==> src/tracking_wheel_odometry_top_defines.svh <==
// Assertion macros for the tracking-wheel odometry block.
// Used by tracking_wheel_odometry_top.sv; expects clk and arst_n in scope.
`ifndef TRACKING_WHEEL_ODOMETRY_TOP_DEFINES_SVH
`define TRACKING_WHEEL_ODOMETRY_TOP_DEFINES_SVH

// Condition holds in the same cycle as the trigger.
`define TWO_ASSERT_NOW(lbl, trig, prop, msg) \
	lbl: assert property (@(posedge clk) disable iff (!arst_n) (trig) |-> (prop)) \
		else $error(msg);

// Condition holds in the cycle after the trigger.
`define TWO_ASSERT_NEXT(lbl, trig, prop, msg) \
	lbl: assert property (@(posedge clk) disable iff (!arst_n) (trig) |=> (prop)) \
		else $error(msg);

`endif

==> src/two_pkg.sv <==
// Package for the tracking-wheel odometry block: constants, types, helpers.
// No dependencies; imported by tracking_wheel_odometry_top.
`default_nettype none

package two_pkg;

	localparam int ANGLE_BITS_DEF = 16;

	// Fixed-point constants (Q30)
	localparam logic [30:0] ONE_Q30     = 31'd1073741824;
	localparam logic [30:0] HALF_PI_Q30 = 31'd1686629713;
	localparam logic [32:0] TWO_PI_Q30  = 33'd6746518852;
	localparam logic [24:0] DEG_Q30     = 25'd18740330;
	localparam logic [31:0] HALF_TURN32 = 32'h8000_0000;

	// Series lengths and serial divider length
	localparam logic [2:0] SIN_LAST  = 3'd5;
	localparam logic [2:0] COS_LAST  = 3'd6;
	localparam int         DIV_STEPS = 64;
	localparam int         DCNT_W    = $clog2(DIV_STEPS + 1);

	// Configuration register indexes
	typedef enum logic [1:0] {
		REG_WHEEL_RADIUS = 2'd0,
		REG_FWD_OFFSET   = 2'd1,
		REG_SIDE_OFFSET  = 2'd2
	} reg_index_t;

	localparam logic [15:0] RADIUS_RST   = 16'd1408;
	localparam logic [15:0] FWD_OFF_RST  = 16'd3328;
	localparam logic [15:0] SIDE_OFF_RST = 16'd2048;

	typedef enum logic [4:0] {
		S_IDLE, S_START, S_D1, S_D2, S_D3, S_TH,
		S_SC0, S_SC1, S_SC2, S_SR0, S_SR1, S_SR2, S_SC3,
		S_Q0, S_Q1, S_Q2,
		S_L0, S_L1, S_L2, S_L3, S_L4,
		S_MEAN, S_ROT0, S_ROT1, S_ROT2, S_ROT3, S_ROT4,
		S_DONE, S_MWAIT, S_DWAIT
	} state_t;

	// Round half up and drop 30 fraction bits
	function automatic logic [33:0] rnd30(input logic [63:0] p);
		logic [63:0] s;
		s = p + 64'd536870912;
		return s[63:30];
	endfunction

	// Apply a sign to a rounded magnitude
	function automatic logic signed [34:0] sgnv(input logic [33:0] r, input logic neg);
		logic signed [34:0] v;
		v = $signed({1'b0, r});
		return neg ? -v : v;
	endfunction

	function automatic logic signed [31:0] sat32(input logic signed [35:0] v);
		if (v > 36'sd2147483647)
			return 32'sh7FFF_FFFF;
		if (v < -36'sd2147483648)
			return 32'sh8000_0000;
		return v[31:0];
	endfunction

	// Encoder change, wrapped to 32 bits and limited to +-2^20
	function automatic logic signed [21:0] count_change(input logic [31:0] cur_v,
		input logic [31:0] prev_v);
		logic signed [31:0] d;
		d = $signed(cur_v - prev_v);
		if (d > 32'sd1048576)
			return 22'sd1048576;
		if (d < -32'sd1048576)
			return -22'sd1048576;
		return d[21:0];
	endfunction

	// Horner denominators of the sine and cosine series
	function automatic logic [7:0] series_den(input logic cos_sel, input logic [2:0] idx);
		logic [7:0] d;
		case ({cos_sel, idx})
			4'b0_000: d = 8'd6;
			4'b0_001: d = 8'd20;
			4'b0_010: d = 8'd42;
			4'b0_011: d = 8'd72;
			4'b0_100: d = 8'd110;
			4'b0_101: d = 8'd156;
			4'b1_000: d = 8'd2;
			4'b1_001: d = 8'd12;
			4'b1_010: d = 8'd30;
			4'b1_011: d = 8'd56;
			4'b1_100: d = 8'd90;
			4'b1_101: d = 8'd132;
			4'b1_110: d = 8'd182;
			default:  d = 8'd1;
		endcase
		return d;
	endfunction

endpackage

`default_nettype wire

==> src/tracking_wheel_odometry_top.sv <==
// Tracking-wheel odometry: sequencer with a digit-serial multiplier and divider.
// Depends on two_pkg and tracking_wheel_odometry_top_defines.svh.
//
// Usage:
//  Input channel (in_valid/in_ready) takes one sample: forward_count,
//  sideways_count (degrees) and imu_heading (clockwise binary angle).
//  Output channel (out_valid/out_ready) returns one result per sample:
//  pos_x, pos_y (1/1024 inch, saturating) and orientation (counterclockwise).
//  Configuration channel (cfg_valid/cfg_ready, cfg_index, cfg_data) writes
//  wheel radius and the two wheel offsets; cfg_ready is always high.
//  The first sample after reset only primes the stored readings and
//  returns without computing. A later sample runs up to 27 divides in the
//  bit-serial divider and up to 45 products in the 4-bit-per-cycle
//  multiplier.
//  One sample is processed at a time; a new request is taken while the
//  previous result still waits in the output register.
//  If the receiver stalls, the finished sample holds in the final state
//  until the output register frees up.
//  Reset clears position, stored readings and the primed flag, and loads
//  the configuration defaults.
`default_nettype none
`include "tracking_wheel_odometry_top_defines.svh"

module tracking_wheel_odometry_top #(
	parameter int ANGLE_BITS = two_pkg::ANGLE_BITS_DEF
) (
	input  wire logic                clk,
	input  wire logic                arst_n,
	input  wire logic                in_valid,
	output logic                     in_ready,
	input  wire logic signed [31:0]  forward_count,
	input  wire logic signed [31:0]  sideways_count,
	input  wire logic        [15:0]  imu_heading,
	output logic                     out_valid,
	input  wire logic                out_ready,
	output logic signed      [31:0]  pos_x,
	output logic signed      [31:0]  pos_y,
	output logic             [15:0]  orientation,
	input  wire logic                cfg_valid,
	output logic                     cfg_ready,
	input  wire two_pkg::reg_index_t cfg_index,
	input  wire logic        [15:0]  cfg_data
);
	import two_pkg::*;

	localparam int AB = ANGLE_BITS;

	// Control state
	state_t state_q, state_d, ret_q, ret_d;
	logic   primed_q, out_valid_q, done_fire;

	// Configuration
	logic        [15:0] radius_q;
	logic signed [15:0] fwd_off_q, side_off_q;

	// Stored readings and position
	logic [31:0]        last_fwd_q, last_side_q;
	logic [AB-1:0]      last_ori_q;
	logic signed [31:0] acc_x_q, acc_y_q;

	// Sample and working registers
	logic [31:0]        fwd_q, side_q;
	logic [AB-1:0]      orient_q, du_q;
	logic signed [21:0] dcf_q, dcs_q;
	logic               wsel_q, sc_ret_q, cos_q;
	logic signed [31:0] dl_q, ds_q, s_q, c_q;
	logic [31:0]        ang_q, x2_q, q_q, cq_q;
	logic [30:0]        x_q, t_q, sv_q;
	logic [2:0]         idx_q;
	logic signed [34:0] mt_q, lx_q, ly_q, dx_q;

	// Output register
	logic signed [31:0] pos_x_q, pos_y_q;
	logic [15:0]        ori_out_q;

	// Multiplier
	logic        mul_go;
	logic [39:0] mul_a;
	logic [31:0] mul_b;
	logic [63:0] mc_q, mac_q, digit_prod;
	logic [31:0] mp_q;

	// Divider
	logic              div_go;
	logic [63:0]       div_n, dvd_q;
	logic [31:0]       div_d, dvs_q, rem_q;
	logic [DCNT_W-1:0] dcnt_q;
	logic [32:0]       rem_sh, rem_nx;
	logic              rem_ge;

	// Derived values
	logic [AB+15:0]     head_wide;
	logic [AB-1:0]      orient_in, mag;
	logic [AB+15:0]     ori_wide;
	logic               neg;
	logic [33:0]        rn_prod, rn_quo;
	logic signed [21:0] dsel;
	logic [21:0]        dsel_mag;
	logic [31:0]        ds_mag, dl_mag, s_mag, c_mag;
	logic [15:0]        fo_mag, so_mag;
	logic [34:0]        lx_mag, ly_mag;
	logic signed [35:0] tn;
	logic [30:0]        t_next, sv_next;
	logic [31:0]        mean, half_ang, rad_calc;
	logic [63:0]        rsum, c_dvd;
	logic signed [34:0] dy;
	logic signed [31:0] fs, fc;

	assign cfg_ready   = 1'b1;
	assign in_ready    = (state_q == S_IDLE);
	assign out_valid   = out_valid_q;
	assign pos_x       = pos_x_q;
	assign pos_y       = pos_y_q;
	assign orientation = ori_out_q;

	// Heading to counterclockwise orientation
	assign head_wide = {{AB{1'b0}}, imu_heading};
	assign orient_in = {AB{1'b0}} - head_wide[AB-1:0];
	assign ori_wide  = {16'b0, orient_q};

	// Heading change and magnitudes
	assign neg      = du_q[AB-1];
	assign mag      = neg ? ({AB{1'b0}} - du_q) : du_q;
	assign dsel     = wsel_q ? dcs_q : dcf_q;
	assign dsel_mag = dsel[21] ? (22'd0 - dsel) : dsel;
	assign ds_mag   = ds_q[31] ? (32'd0 - ds_q) : ds_q;
	assign dl_mag   = dl_q[31] ? (32'd0 - dl_q) : dl_q;
	assign s_mag    = s_q[31] ? (32'd0 - s_q) : s_q;
	assign c_mag    = c_q[31] ? (32'd0 - c_q) : c_q;
	assign fo_mag   = fwd_off_q[15] ? (16'd0 - fwd_off_q) : fwd_off_q;
	assign so_mag   = side_off_q[15] ? (16'd0 - side_off_q) : side_off_q;
	assign lx_mag   = lx_q[34] ? (35'd0 - lx_q) : lx_q;
	assign ly_mag   = ly_q[34] ? (35'd0 - ly_q) : ly_q;

	assign rn_prod = rnd30(mac_q);
	assign rn_quo  = rnd30(dvd_q);

	// Horner step result, clamped at zero
	assign tn      = $signed({5'b0, ONE_Q30}) - $signed({2'b0, rn_quo});
	assign t_next  = tn[35] ? 31'd0 : tn[30:0];
	assign sv_next = (rn_prod > 34'(ONE_Q30)) ? ONE_Q30 : rn_prod[30:0];

	// Quadrant fold of sine and cosine
	always_comb begin
		case (ang_q[31:30])
			2'd0: begin
				fs = $signed({1'b0, sv_q});
				fc = $signed({1'b0, t_next});
			end
			2'd1: begin
				fs = $signed({1'b0, t_next});
				fc = -$signed({1'b0, sv_q});
			end
			2'd2: begin
				fs = -$signed({1'b0, sv_q});
				fc = -$signed({1'b0, t_next});
			end
			default: begin
				fs = -$signed({1'b0, t_next});
				fc = $signed({1'b0, sv_q});
			end
		endcase
	end

	// Angles on a 2^32 per turn scale
	assign half_ang = {1'b0, mag, {(31-AB){1'b0}}};
	assign mean = {last_ori_q, {(32-AB){1'b0}}} + {1'b0, du_q, {(31-AB){1'b0}}}
		- (neg ? HALF_TURN32 : 32'd0);

	// Heading change in radians and the chord-to-arc dividend
	assign rsum     = mac_q + (64'd1 << (AB - 1));
	assign rad_calc = rsum[AB +: 32];
	assign c_dvd    = {2'b0, q_q, 30'b0} + {33'b0, rad_calc[31:1]};

	assign dy = mt_q + sgnv(rn_prod, lx_q[34] ^ c_q[31]);

	assign done_fire = (state_q == S_DONE) && (!out_valid_q || out_ready);

	// Next state and unit launches
	always_comb begin
		state_d = state_q;
		ret_d   = ret_q;
		mul_go  = 1'b0;
		mul_a   = '0;
		mul_b   = '0;
		div_go  = 1'b0;
		div_n   = '0;
		div_d   = '0;
		case (state_q)
			S_IDLE: begin
				if (in_valid)
					state_d = S_START;
			end
			S_START: state_d = primed_q ? S_D1 : S_DONE;
			S_D1: begin
				mul_go = 1'b1; mul_a = 40'(dsel_mag); mul_b = 32'(radius_q);
				state_d = S_MWAIT; ret_d = S_D2;
			end
			S_D2: begin
				mul_go = 1'b1; mul_a = mac_q[39:0]; mul_b = 32'(DEG_Q30);
				state_d = S_MWAIT; ret_d = S_D3;
			end
			S_D3: state_d = wsel_q ? S_TH : S_D1;
			S_TH: state_d = (du_q == '0) ? S_MEAN : S_SC0;
			S_SC0: begin
				mul_go = 1'b1; mul_a = 40'(ang_q[29:0]); mul_b = 32'(HALF_PI_Q30);
				state_d = S_MWAIT; ret_d = S_SC1;
			end
			S_SC1: begin
				mul_go = 1'b1; mul_a = 40'(rn_prod[30:0]); mul_b = 32'(rn_prod[30:0]);
				state_d = S_MWAIT; ret_d = S_SC2;
			end
			S_SC2: state_d = S_SR0;
			S_SR0: begin
				mul_go = 1'b1; mul_a = 40'(x2_q); mul_b = 32'(t_q);
				state_d = S_MWAIT; ret_d = S_SR1;
			end
			S_SR1: begin
				div_go = 1'b1; div_n = mac_q; div_d = 32'(series_den(cos_q, idx_q));
				state_d = S_DWAIT; ret_d = S_SR2;
			end
			S_SR2: begin
				if (idx_q != 3'd0) begin
					state_d = S_SR0;
				end else if (!cos_q) begin
					mul_go = 1'b1; mul_a = 40'(x_q); mul_b = 32'(t_next);
					state_d = S_MWAIT; ret_d = S_SC3;
				end else begin
					state_d = sc_ret_q ? S_ROT0 : S_Q0;
				end
			end
			S_SC3: state_d = S_SR0;
			S_Q0: begin
				mul_go = 1'b1; mul_a = 40'(TWO_PI_Q30); mul_b = 32'(mag);
				state_d = S_MWAIT; ret_d = S_Q1;
			end
			S_Q1: begin
				div_go = 1'b1; div_n = c_dvd; div_d = rad_calc;
				state_d = S_DWAIT; ret_d = S_Q2;
			end
			S_Q2: state_d = S_L0;
			S_L0: begin
				mul_go = 1'b1; mul_a = 40'(ds_mag); mul_b = cq_q;
				state_d = S_MWAIT; ret_d = S_L1;
			end
			S_L1: begin
				mul_go = 1'b1; mul_a = 40'(so_mag); mul_b = q_q;
				state_d = S_MWAIT; ret_d = S_L2;
			end
			S_L2: begin
				mul_go = 1'b1; mul_a = 40'(dl_mag); mul_b = cq_q;
				state_d = S_MWAIT; ret_d = S_L3;
			end
			S_L3: begin
				mul_go = 1'b1; mul_a = 40'(fo_mag); mul_b = q_q;
				state_d = S_MWAIT; ret_d = S_L4;
			end
			S_L4: state_d = S_MEAN;
			S_MEAN: state_d = S_SC0;
			S_ROT0: begin
				mul_go = 1'b1; mul_a = 40'(ly_mag); mul_b = c_mag;
				state_d = S_MWAIT; ret_d = S_ROT1;
			end
			S_ROT1: begin
				mul_go = 1'b1; mul_a = 40'(lx_mag); mul_b = s_mag;
				state_d = S_MWAIT; ret_d = S_ROT2;
			end
			S_ROT2: begin
				mul_go = 1'b1; mul_a = 40'(ly_mag); mul_b = s_mag;
				state_d = S_MWAIT; ret_d = S_ROT3;
			end
			S_ROT3: begin
				mul_go = 1'b1; mul_a = 40'(lx_mag); mul_b = c_mag;
				state_d = S_MWAIT; ret_d = S_ROT4;
			end
			S_ROT4: state_d = S_DONE;
			S_DONE: begin
				if (done_fire)
					state_d = S_IDLE;
			end
			S_MWAIT: begin
				if (mp_q == '0)
					state_d = ret_q;
			end
			S_DWAIT: begin
				if (dcnt_q == '0)
					state_d = ret_q;
			end
			default: state_d = S_IDLE;
		endcase
	end

	// State, configuration, position and handshake registers
	always_ff @(posedge clk or negedge arst_n) begin
		if (!arst_n) begin
			state_q     <= S_IDLE;
			ret_q       <= S_IDLE;
			primed_q    <= 1'b0;
			out_valid_q <= 1'b0;
			radius_q    <= RADIUS_RST;
			fwd_off_q   <= FWD_OFF_RST;
			side_off_q  <= SIDE_OFF_RST;
			last_fwd_q  <= '0;
			last_side_q <= '0;
			last_ori_q  <= '0;
			acc_x_q     <= '0;
			acc_y_q     <= '0;
		end else begin
			state_q <= state_d;
			ret_q   <= ret_d;
			if (cfg_valid) begin
				case (cfg_index)
					REG_WHEEL_RADIUS: radius_q   <= cfg_data;
					REG_FWD_OFFSET:   fwd_off_q  <= cfg_data;
					REG_SIDE_OFFSET:  side_off_q <= cfg_data;
					default: ;
				endcase
			end
			if (state_q == S_ROT4) begin
				acc_x_q <= sat32(36'(acc_x_q) + 36'(dx_q));
				acc_y_q <= sat32(36'(acc_y_q) + 36'(dy));
			end
			if (done_fire) begin
				last_fwd_q  <= fwd_q;
				last_side_q <= side_q;
				last_ori_q  <= orient_q;
				primed_q    <= 1'b1;
				out_valid_q <= 1'b1;
			end else if (out_ready) begin
				out_valid_q <= 1'b0;
			end
		end
	end

	// Working registers of the sequencer
	always_ff @(posedge clk) begin
		case (state_q)
			S_IDLE: begin
				if (in_valid) begin
					fwd_q    <= forward_count;
					side_q   <= sideways_count;
					orient_q <= orient_in;
				end
			end
			S_START: begin
				dcf_q  <= count_change(fwd_q, last_fwd_q);
				dcs_q  <= count_change(side_q, last_side_q);
				du_q   <= orient_q - last_ori_q;
				wsel_q <= 1'b0;
			end
			S_D3: begin
				if (wsel_q)
					ds_q <= 32'(sgnv(rn_prod, dsel[21]));
				else
					dl_q <= 32'(sgnv(rn_prod, dsel[21]));
				wsel_q <= 1'b1;
			end
			S_TH: begin
				lx_q     <= 35'(ds_q);
				ly_q     <= 35'(dl_q);
				ang_q    <= half_ang;
				sc_ret_q <= 1'b0;
			end
			S_SC1: x_q <= rn_prod[30:0];
			S_SC2: begin
				x2_q  <= rn_prod[31:0];
				t_q   <= ONE_Q30;
				idx_q <= SIN_LAST;
				cos_q <= 1'b0;
			end
			S_SR2: begin
				t_q   <= t_next;
				idx_q <= idx_q - 3'd1;
				s_q   <= fs;
				c_q   <= fc;
			end
			S_SC3: begin
				sv_q  <= sv_next;
				t_q   <= ONE_Q30;
				idx_q <= COS_LAST;
				cos_q <= 1'b1;
			end
			S_Q0: q_q <= {s_q[30:0], 1'b0};
			S_Q2: cq_q <= dvd_q[31:0];
			S_L1: mt_q <= sgnv(rn_prod, ds_q[31]);
			S_L2: lx_q <= mt_q + sgnv(rn_prod, side_off_q[15] ^ neg);
			S_L3: mt_q <= sgnv(rn_prod, dl_q[31]);
			S_L4: ly_q <= mt_q + sgnv(rn_prod, fwd_off_q[15] ^ neg);
			S_MEAN: begin
				ang_q    <= mean;
				sc_ret_q <= 1'b1;
			end
			S_ROT1: mt_q <= sgnv(rn_prod, ly_q[34] ^ c_q[31]);
			S_ROT2: dx_q <= mt_q - sgnv(rn_prod, lx_q[34] ^ s_q[31]);
			S_ROT3: mt_q <= sgnv(rn_prod, ly_q[34] ^ s_q[31]);
			S_DONE: begin
				if (done_fire) begin
					pos_x_q   <= acc_x_q;
					pos_y_q   <= acc_y_q;
					ori_out_q <= ori_wide[15:0];
				end
			end
			default: ;
		endcase
	end

	// Multiplier: one 4-bit digit of the multiplier per cycle
	assign digit_prod = (mp_q[0] ? mc_q : 64'd0) + (mp_q[1] ? (mc_q << 1) : 64'd0)
		+ (mp_q[2] ? (mc_q << 2) : 64'd0) + (mp_q[3] ? (mc_q << 3) : 64'd0);

	always_ff @(posedge clk or negedge arst_n) begin
		if (!arst_n) begin
			mp_q <= '0;
		end else if (mul_go) begin
			mp_q <= mul_b;
		end else if (mp_q != '0) begin
			mp_q <= mp_q >> 4;
		end
	end

	always_ff @(posedge clk) begin
		if (mul_go) begin
			mc_q  <= 64'(mul_a);
			mac_q <= '0;
		end else if (mp_q != '0) begin
			mc_q  <= mc_q << 4;
			mac_q <= mac_q + digit_prod;
		end
	end

	// Divider: restoring, one quotient bit per cycle, quotient shifts into dvd_q
	assign rem_sh = {rem_q, dvd_q[63]};
	assign rem_ge = (rem_sh >= {1'b0, dvs_q});
	assign rem_nx = rem_ge ? (rem_sh - {1'b0, dvs_q}) : rem_sh;

	always_ff @(posedge clk or negedge arst_n) begin
		if (!arst_n) begin
			dcnt_q <= '0;
		end else if (div_go) begin
			dcnt_q <= DCNT_W'(DIV_STEPS);
		end else if (dcnt_q != '0) begin
			dcnt_q <= dcnt_q - 1'b1;
		end
	end

	always_ff @(posedge clk) begin
		if (div_go) begin
			dvd_q <= div_n;
			dvs_q <= div_d;
			rem_q <= '0;
		end else if (dcnt_q != '0) begin
			dvd_q <= {dvd_q[62:0], rem_ge};
			rem_q <= rem_nx[31:0];
		end
	end

	// Checks
	`TWO_ASSERT_NEXT(a_busy_after_req, in_valid && in_ready, !in_ready, "request taken while busy")
	`TWO_ASSERT_NOW(a_mul_free, mul_go, mp_q == '0, "multiplier restarted while running")
	`TWO_ASSERT_NOW(a_div_free, div_go, dcnt_q == '0, "divider restarted while running")

endmodule

`default_nettype wire
==> config.mk <==
export PLATFORM = sky130hd
export DESIGN_NAME = tracking_wheel_odometry_top
export DESIGN_NICKNAME = d
export VERILOG_FILES = /design/src/two_pkg.sv /design/src/tracking_wheel_odometry_top.sv
export VERILOG_INCLUDE_DIRS = /design/src /design/src/src
export SDC_FILE = /design/constraint.sdc
export NUM_CORES = 2
export LEC_CHECK = 0
export ABC_AREA = 1
export BUFFER_PORTS_ARGS = -buffer_cell sky130_fd_sc_hd__buf_4
export CELL_PAD_IN_SITES_DETAIL_PLACEMENT = 1
export CELL_PAD_IN_SITES_GLOBAL_PLACEMENT = 2
export CORE_AREA = 2 2 480 482
export DETAILED_ROUTE_END_ITERATION = 8
export DIE_AREA = 0 0 482 484
export PLACE_DENSITY = 0.85
export SYNTH_ARGS = -nofsm -noshare
export SYNTH_HDL_FRONTEND = slang
export SYNTH_SLANG_ARGS = --single-unit
==> constraint.sdc <==
create_clock -name clk -period 9.4 [get_ports clk]
set_input_delay 1.41 -clock clk [delete_from_list [all_inputs] [get_ports clk]]
set_output_delay 1.41 -clock clk [all_outputs]
set_load 0.02 [all_outputs]
==> results.md <==
* Reg2reg setup slack at 1.17 ns
* Hold Path Origin: dvd_q[2]
* First-pass GRT wire length at 604,000 um
* DRC at 0
* Place WS at 1.42 ns
* Design Power at 43.1 mW
* DRT Pass-1 Iters at 6
* Startpoint Class: flip-flop
* Ys async rst share at 20.3%
* Worst reg2reg path depth at 40
* RSZ-0062 raised after global routing: false
* Synth warn at 0
* Worst Path Required at 10.14 ns
* Yosys top cell area share at 28.4%
* Post-CTS Setup Inserts at 0
* Rel. slew slack at 12.7%
* Hold path endpoint: cq_q[2]
* Core ar. at 229,000 um^2
* Routed Wire Length at 419,000 um
* Most common cell in the netlist: nand2_1
* Hold Fails Final Rpt at 0
* CP max stage delay at 0.89 ns
* WHS at 0.464 ns
* Worst-path clk slew at 0.06 ns
* Remaining antenna violation count after routing at 0
* VDD IR max at 261 uV
* Vias at 84,891
* CP top delay family: simple AND/OR/NAND/NOR gates
* Worst R2R Start: mac_q[34]
* Hold Path Class: flip-flop to flip-flop
* Yosys cell types at 81
* Syn_area_per_cell at 7.76 um^2
* Leak pwr at 44.8 nW
* Mapped Nets at 12,135
* Crit path launch: mac_q[34]
* Finish-stage setup viols at 0
* CP dominant cell by count: nand2_1
* Final min period at 8.23 ns
* Fin nets at 12,267
* Max stage delay cell, worst path: xor2_1
* FF-to-FF End: acc_y_q[17]
* Hold-fix buffers, CTS at 0
* Buffer and inverter count on the worst path at 3
* WL/cell at 28.5 um
* Die height at 484 um
* Final worst setup slack at 1.17 ns
* Setup Skew at 0.0518 ns
* CTS buffer count at 148
* Worst-Margin Slew at 1.30 ns
* Layout area overhead at 11.9%
* Die area at 233,000 um^2
* H-tree Lvls at 4
* Max cap viols at 0
* Clk root buf: clkbuf_16
* WP depth at 40
* CTS tree: yes
* Setup tns final at 0 ns
* Crit path max fanout at 31
* GPL Wtd Cong at 1.03
* Vias in the first global route at 86,871
* Top cells by area in the synthesized netlist: edfxtp_1, nand2_1, dfrtp_1
* Predominant post-synthesis flop cell: edfxtp_1
* # fillers at 27,789
* Ports at 186
* Port Buffers at 184
* Status: complete, no violations
* Share of post-route cells with drive strength above 1 at 6.98%
* Die X at 482 um
* CP Capture Type: flip-flop
* Arr. time, crit path at 8.97 ns
* Clock Latency Late Sink at 0.87 ns
* Post-Syn Area at 88,400 um^2
* Hold path depth at 0
* Fmax at 121 MHz
* CTS-repair resized insts at 0
* Post-synth top cells: nand2_1, inv_1, nor2_1
* Initial core utilization at 38.7%
* Total global routing overflow at 0
* Largest net degree at the start of global routing at 166
* Flops & latches, synth at 1,198
* Power Dens Cells at 436 nW/um^2
* Post-synth EDFFs at 835
* Period utilization at 87.6%
* Cell taking the most area after synthesis: edfxtp_1
* CTS Sinks at 1,198
* Number of vias per cell at 5.77
* Clock Tree Buf Depth at 3
* Dpl hpwl at 335,000 um
* Initial antenna violation count at 27
* Mapped Cells at 11,400
* Gr usage total at 35.3%
* Seq/Total Area, Yosys at 38.0%
* Initial DRC Count at 7,228
* Cell Rows at 176
* Slew Viols, Final at 0
* Crit Path Class: flip-flop to flip-flop
-- how the worst max path moves through the flow --
stage | end
detailed placement | acc_y_q[28]
floorplan | fwd_q[0]
finish | acc_y_q[17]
CTS | acc_y_q[17]
global route | acc_y_q[17]
global placement | acc_y_q[30]
-- metal layers --
layer / wire (um) / up-vias / GRT usage [%]
met5: 103 / - / 0
met4: 30300 / 16 / 21.6
met3: 24000 / 847 / 5.00
met2: 196000 / 2884 / 57.9
met1: 169000 / 42545 / 43.8
li1: - / 38599 / -
-- report_power, final --
part           internal (mW)  switching, mW
Combinational           8.49           18.6
Clock                   3.71           2.64
Sequential              7.78           1.87
-- worst reg2reg max path: cells and delay by family (launching register included) --
| family | cells | cell delay, ns |
|---|---|---|
| DFF | 1 | 0.63 |
| AOI/OAI and AO/OA | 4 | 0.75 |
| adders and majority gates | 2 | 0.72 |
| xor gates and xnor gates | 4 | 1.95 |
| buffers and inverters | 3 | 0.58 |
| and+or+nand+nor | 27 | 3.50 |
-- registers in the layout, summed over array words and instances (netlist names), 35 cells and up --
| register | flops |
|---|---|
| dvd_q | 64 |
| dx_q | 35 |
| lx_q | 35 |
| ly_q | 35 |
| mac_q | 64 |
| mc_q | 64 |
| mt_q | 35 |
-- cell usage in the layout (no fill, tap or decap), types with 35 or more instances in the layout --
cell / synthesis / layout
xor2_1: 307 / 306
a31oi_1: 75 / 75
fa_1: 194 / 194
dfxtp_1: 120 / 120
ha_1: 438 / 438
clkbuf_16: 0 / 154
inv_1: 1514 / 1508
a211oi_1: 35 / 35
buf_4: 4 / 335
nand2_1: 2557 / 2556
o2111ai_1: 50 / 50
o211ai_1: 84 / 84
a21o_1: 46 / 46
nor4_1: 58 / 58
a221oi_1: 45 / 45
o221ai_1: 66 / 66
a21oi_1: 842 / 839
edfxtp_1: 835 / 835
nor2_1: 1091 / 1066
or2_2: 69 / 69
o21ai_0: 940 / 932
nand3_1: 478 / 478
o22ai_1: 50 / 50
xnor2_1: 171 / 167
nand3b_1: 37 / 37
nand4_1: 140 / 140
nor3_1: 195 / 191
nor2_2: 28 / 37
dfrtp_1: 236 / 232
-- area by class of cell --
cell class                      count  area (um^2)  share of cell area (%)
Inverter                         1550         5820                    5.88
Clock buffer                      195         4150                    4.19
Timing Repair Buffer              337         2550                    2.58
Clock inverter                     82         1190                    1.20
Sequential cell                  1198        33600                    33.9
Tap cell                         3026         3790                    3.83
Multi-Input combinational cell   8297        47900                    48.4
Antenna cell                       16         40.0                  0.0405
-- metrics by stage --
stage / area (um^2) / util [%] / instances
floorplan: 88400 / - / 11400
global placement: 93600 / 40.9 / 14408
detailed placement: 93600 / 40.9 / 14408
CTS: 98900 / 43.3 / 14685
global route: 98900 / 43.3 / 14687
finish: 99000 / 43.3 / 14701
-- cell families after synthesis --
logic type	Yosys count	share of synthesized area [%]
and+or+nand+nor	4728	22.4
DFF	1198	38.0
adders and majority gates	632	10.6
buffers and inverters	1905	8.19
AOI/OAI and AO/OA	2447	15.9
muxes	6	0.0679
xor gates and xnor gates	483	4.83
other	1	0.00424
No activity file was read; power rests on OpenSTA's default activity.
